**config.mk**
```make
export PLATFORM = sky130hd
export DESIGN_NAME = bb3_mean
export DESIGN_NICKNAME = d
export VERILOG_FILES = /design/src/hdl/bb3_pkg.sv /design/src/hdl/bb3_mean.sv
export SDC_FILE = /design/constraint.sdc
export NUM_CORES = 1
export LEC_CHECK = 0
export BUFFER_PORTS_ARGS = -buffer_cell sky130_fd_sc_hd__buf_2
export CORE_ASPECT_RATIO = 0.7
export CORE_MARGIN = 1
export CORE_UTILIZATION = 45
export DETAILED_ROUTE_END_ITERATION = 6
export HOLD_SLACK_MARGIN = 0.03
export PLACE_DENSITY_LB_ADDON = 0.08
export SETUP_SLACK_MARGIN = 0.02
export SLEW_MARGIN = 20
export SYNTH_ARGS = -nofsm -noshare
export SYNTH_HDL_FRONTEND = slang
export SYNTH_SLANG_ARGS = --single-unit
```
**constraint.sdc**
```tcl
create_clock -name clk -period 12 [get_ports clk]
set_input_delay 1.2 -clock clk [delete_from_list [all_inputs] [get_ports clk]]
set_output_delay 1.2 -clock clk [all_outputs]
set_load 0.01 [all_outputs]
```
**src/hdl/bb3_pkg.sv**
```systemverilog
// bb3_pkg: shared types and constants for the 3x3 rgb box blur
// no dependencies; imported by every module of the block
package bb3_pkg;

  localparam int MAX_WIDTH_DEF = 1024;

  localparam int CFG_IDX_W  = 1;
  localparam int CFG_DATA_W = 16;
  localparam logic [CFG_IDX_W-1:0] CFG_FRAME_WIDTH  = 1'd0;
  localparam logic [CFG_IDX_W-1:0] CFG_FRAME_HEIGHT = 1'd1;

  localparam logic [10:0] FRAME_WIDTH_RST  = 11'd640;
  localparam logic [15:0] FRAME_HEIGHT_RST = 16'd480;

  localparam logic CMD_PIXEL = 1'b0;
  localparam logic CMD_DRAIN = 1'b1;

  typedef struct packed {
    logic       cmd;
    logic [7:0] blue_in;
    logic [7:0] green_in;
    logic [7:0] red_in;
  } in_t;

  typedef struct packed {
    logic [7:0] blue_out;
    logic [7:0] green_out;
    logic [7:0] red_out;
    logic       frame_end;
  } out_t;

  typedef struct packed {
    logic primed;
    logic col_first;
    logic col_last;
    logic row_first;
    logic row_last;
    logic last;
  } ctl_t;

  typedef logic [2:0][2:0][23:0] win_t;

endpackage

```
**src/hdl/bb3_mean.sv**
```systemverilog
// bb3_mean: masked neighborhood sums and division by 4, 6 or 9
// depends on bb3_pkg
module bb3_mean import bb3_pkg::*; (
  input  logic clk,
  input  logic rst_n,
  input  logic en,
  input  logic win_valid,
  input  ctl_t win_ctl,
  input  win_t win,
  output logic out_valid,
  output out_t out_data
);

  localparam logic [1:0] DIV4 = 2'd0;
  localparam logic [1:0] DIV6 = 2'd1;
  localparam logic [1:0] DIV9 = 2'd2;

  localparam logic [13:0] RECIP6 = 14'd10923;
  localparam logic [13:0] RECIP9 = 14'd7282;

  logic [2:0][11:0] sum;
  logic [1:0]       div_code;
  logic [2:0][11:0] c_sum_r;
  logic [1:0]       c_div_r;
  logic             c_last_r;
  logic             c_valid_r;
  logic [2:0][7:0]  quo;
  logic             out_valid_r;
  out_t             out_r;

  always_comb begin
    logic row_edge;
    logic col_edge;
    logic use_tap;
    row_edge = win_ctl.row_first || win_ctl.row_last;
    col_edge = win_ctl.col_first || win_ctl.col_last;
    sum = '0;
    for (int ch = 0; ch < 3; ch++) begin
      for (int r = 0; r < 3; r++) begin
        for (int c = 0; c < 3; c++) begin
          use_tap = (r != 0 || !win_ctl.row_first) && (r != 2 || !win_ctl.row_last) &&
                    (c != 0 || !win_ctl.col_first) && (c != 2 || !win_ctl.col_last);
          if (use_tap) begin
            sum[ch] = sum[ch] + 12'(win[r][c][8*ch +: 8]);
          end
        end
      end
    end
    if (row_edge && col_edge) begin
      div_code = DIV4;
    end else if (row_edge || col_edge) begin
      div_code = DIV6;
    end else begin
      div_code = DIV9;
    end
  end

  always_ff @(posedge clk) begin
    if (en) begin
      c_sum_r  <= sum;
      c_div_r  <= div_code;
      c_last_r <= win_ctl.last;
    end
  end

  always_comb begin
    logic [25:0] prod;
    quo = '0;
    for (int ch = 0; ch < 3; ch++) begin
      case (c_div_r)
        DIV4: begin
          prod    = '0;
          quo[ch] = c_sum_r[ch][9:2];
        end
        DIV6: begin
          prod    = 26'(c_sum_r[ch]) * 26'(RECIP6);
          quo[ch] = prod[23:16];
        end
        default: begin
          prod    = 26'(c_sum_r[ch]) * 26'(RECIP9);
          quo[ch] = prod[23:16];
        end
      endcase
    end
  end

  always_ff @(posedge clk) begin
    if (en) begin
      out_r.blue_out  <= quo[0];
      out_r.green_out <= quo[1];
      out_r.red_out   <= quo[2];
      out_r.frame_end <= c_last_r;
    end
  end

  always_ff @(posedge clk) begin
    if (!rst_n) begin
      c_valid_r   <= 1'b0;
      out_valid_r <= 1'b0;
    end else if (en) begin
      c_valid_r   <= win_valid && win_ctl.primed;
      out_valid_r <= c_valid_r;
    end
  end

  assign out_valid = out_valid_r;
  assign out_data  = out_r;

endmodule

```
==> summary.md <==
| Metric | Value |
|---|---|
| H-tree Lvls | 3 |
| Mapped Area | 25210 sq um |
| Async set or reset register ratio after synthesis | 0 |
| Final Hold Vio Count | 0 |
| Crit. Startpoint | win_ctl[4] |
| Die area | 56980 sq um |
| Final Worst Setup Slack | 1.581 ns |
| Final Setup Violations | 0 |
| DIE WIDTH | 284.9 um |
| Vert. Die Dim | 200.0 um |
| Pin count of the biggest net entering global routing | 68 |
| Pre-antenna DRT Iters | 5 |
| Root buffer cell | clkbuf_16 |
| CTS tree | yes |
| Max-cap viol count | 0 |
| Crit Path Class | in2reg |
| Main synth FF type | edfxtp_1 |
| Flops & latches, synth | 66 |
| FP Rows | 72 |
| Post-route DRC violation count | 0 |
| Post-synth top cells | ha_1 (582), inv_1 (417), nor2_1 (239), fa_1 (237), a21oi_1 (190) |
| Cts repair resizes | 0 |
| Share of cells above drive strength 1 | 0.1119 |
| Hold Crit Class | reg2reg |
| Cell taking the most area after synthesis | ha_1 |
| Wire per inst | 16.47 um |
| Worst Path Required | 12.11 ns |
| Mapped Cells | 2859 |
| Post-synth EDFFs | 64 |
| Placer congestion estimate | 0.9069 |
| Data arrival, critical path | 10.53 ns |
| Ys Warns | 0 |
| Avg Vias per Cell | 5.259 |
| Post-CTS Setup Bufs | 0 |
| Sequential element share of the synthesized area | 0.07784 |
| Post-CTS Hold Fix Bufs | 0 |
| Critical Path Fanout Max | 29 |
| WL final | 63150 um |
| Net Count, Synth | 3904 |
| RSZ-0062 raised after global routing | no |
| Post-Place Cells | 3807 |
| Synth area leaders | ha_1 (29%), fa_1 (19%), edfxtp_1 (7.6%), inv_1 (6.2%), xnor2_1 (4.8%) |
| Vias in the first global route | 20680 |
| Crit end category | flop |
| Crit-path slowest cell | nor2_4 |
| Count leader, synth | ha_1 |
| Clk slew on worst S/H paths | 0.06 ns |
| Initial core utilization | 0.4557 |
| Layout Cells excl Fill | 3835 |
| Post-DRT Antenna Nets | 0 |
| Final worst-path cycle share | 0.8683 |
| Latest clock arrival within the worst-skew pair | 0.36 ns |
| CTS sink count | 66 |
| Fin crit period | 10.42 ns |
| Initial DRC Count | 878 |
| Dpl hpwl | 55210 um |
| Core Region | 55310 sq um |
| Synth Area per Inst | 8.816 sq um |
| CP max stage delay | 0.46 ns |
| Area growth syn-to-layout | 9.595% |
| Buffer depth of the longest clock path | 2 |
| Yosys cell types | 85 |
| Ports | 252 |
| Top cell by count, worst path | ha_1 |
| Fin. max-slew vios | 0 |
| Worst-margin pin slew | 0.9332 ns |
| Placement Setup Slack | 1.402 ns |
| Via count | 20170 |
| TNS Setup | 0 ns |
| Fin nets | 4123 |
| HP Start | c_last_r$_DFFE_PP_ |
| Final Util | 0.4994 |
| RR Startpoint | c_sum_r[34]$_DFFE_PP_ |
| CTS buffer count | 9 |
| Status | complete, no violations |
| CP startpoint kind | input port |
| Max_slew headroom | 0.3778 |
| Skew final | 0.006859 ns |
| PortBufs | 251 |
| Antenna violations before repair | 18 |
| Synth top area share | 0.2889 |
| Fmax | 95.98 MHz |
| First-pass GRT wire length | 105400 um |
| Gr ovfl total | 0 |
| GRT Overall Usage | 0.2301 |
cell type report:
cell class / count / area (sq um)
inverters: 417 / 1565
clock buffers: 10 / 229.0
fillers: 5301 / 27690
repair buffers: 259 / 1321
flip-flops and latches: 66 / 1962
clock inverters: 6 / 113.9
diodes: 12 / 30.03
well taps: 740 / 925.9
multi-input cells: 2325 / 21480
kinds of logic (layout without fill, tap and decap cells):
| family | count (synthesis) | count (layout) | share of synthesized area |
|---|---|---|---|
| flops | 66 | 66 | 0.07784 |
| mux | 58 | 58 | 0.02507 |
| simple gates | 597 | 597 | 0.1120 |
| compound gates | 646 | 646 | 0.1636 |
| other cells | 0 | 12 | 0 |
| xor+xnor | 200 | 200 | 0.07218 |
| fa+ha+maj | 824 | 824 | 0.4791 |
| buf+inv | 468 | 692 | 0.07019 |
placed cells by master, fill, tap and decap left out, drive strengths merged, types with 7 or more instances in the layout:
cell | synthesis | final
ha | 582 | 582
inv | 417 | 418
buf | 13 | 259
nor2 | 241 | 241
fa | 237 | 237
a21oi | 191 | 191
o21ai | 156 | 156
xnor2 | 141 | 141
nand2 | 111 | 111
a21o | 65 | 65
edfxtp | 64 | 64
nor2b | 61 | 61
xor2 | 59 | 59
nor3 | 44 | 44
a211oi | 40 | 40
o21a | 33 | 33
mux2i | 33 | 33
nand2b | 27 | 27
nand3 | 26 | 26
and2 | 25 | 25
mux2 | 25 | 25
o31ai | 25 | 25
o21bai | 23 | 23
a31oi | 17 | 17
or3 | 14 | 14
a21boi | 14 | 14
diode | 0 | 12
or2 | 10 | 10
a22oi | 10 | 10
nand4 | 10 | 10
clkbuf | 38 | 10
and3 | 9 | 9
o31a | 9 | 9
a211o | 8 | 8
o22ai | 7 | 7
routing by layer:
metal  vias up  GRT usage  wire, um
li1      10320          -         -
met4        12    0.04022       740
met1      9495     0.3176     31180
met3        58    0.03148      2275
met5         -          0        75
met2       285     0.3876     28880
final timing paths:
check	endpoint	slack [ns]	cells past startpoint
hold reg to reg	out_data[0]$_DFFE_PP_	0.42	0
setup / recovery	c_sum_r[23]$_DFFE_PP_	1.58	46
hold / removal	out_data[0]$_DFFE_PP_	0.42	0
setup reg to reg	out_data[8]$_DFFE_PP_	5.81	21
critical path: cells and delay by family:
kind / cells / cell delay (ns)
xor+xnor: 3 / 0.41
simple gates: 11 / 1.76
fa+ha+maj: 10 / 3.24
compound gates: 19 / 3.61
buf+inv: 3 / 0.31
stage by stage:
step / hold slack, ns / cell area (sq um)
final: 0.4242 / 27620
after global routing: 0.4361 / 27620
after CTS: 0.4305 / 27590
after detailed placement: 0.4074 / 27250
after global placement: 0.4005 / 27250
after floorplan: 0.4003 / 25210
state kept, by name, summed over array words and instances (netlist names):
name / flops
c_div_r: 2
c_last_r: 1
c_sum_r: 36
c_valid_r: 1
out_data: 25
out_valid: 1
Power is left out: the tool's default activity adds up to more than one toggle a clock period on the data nets, which glitch-free logic cannot reach.
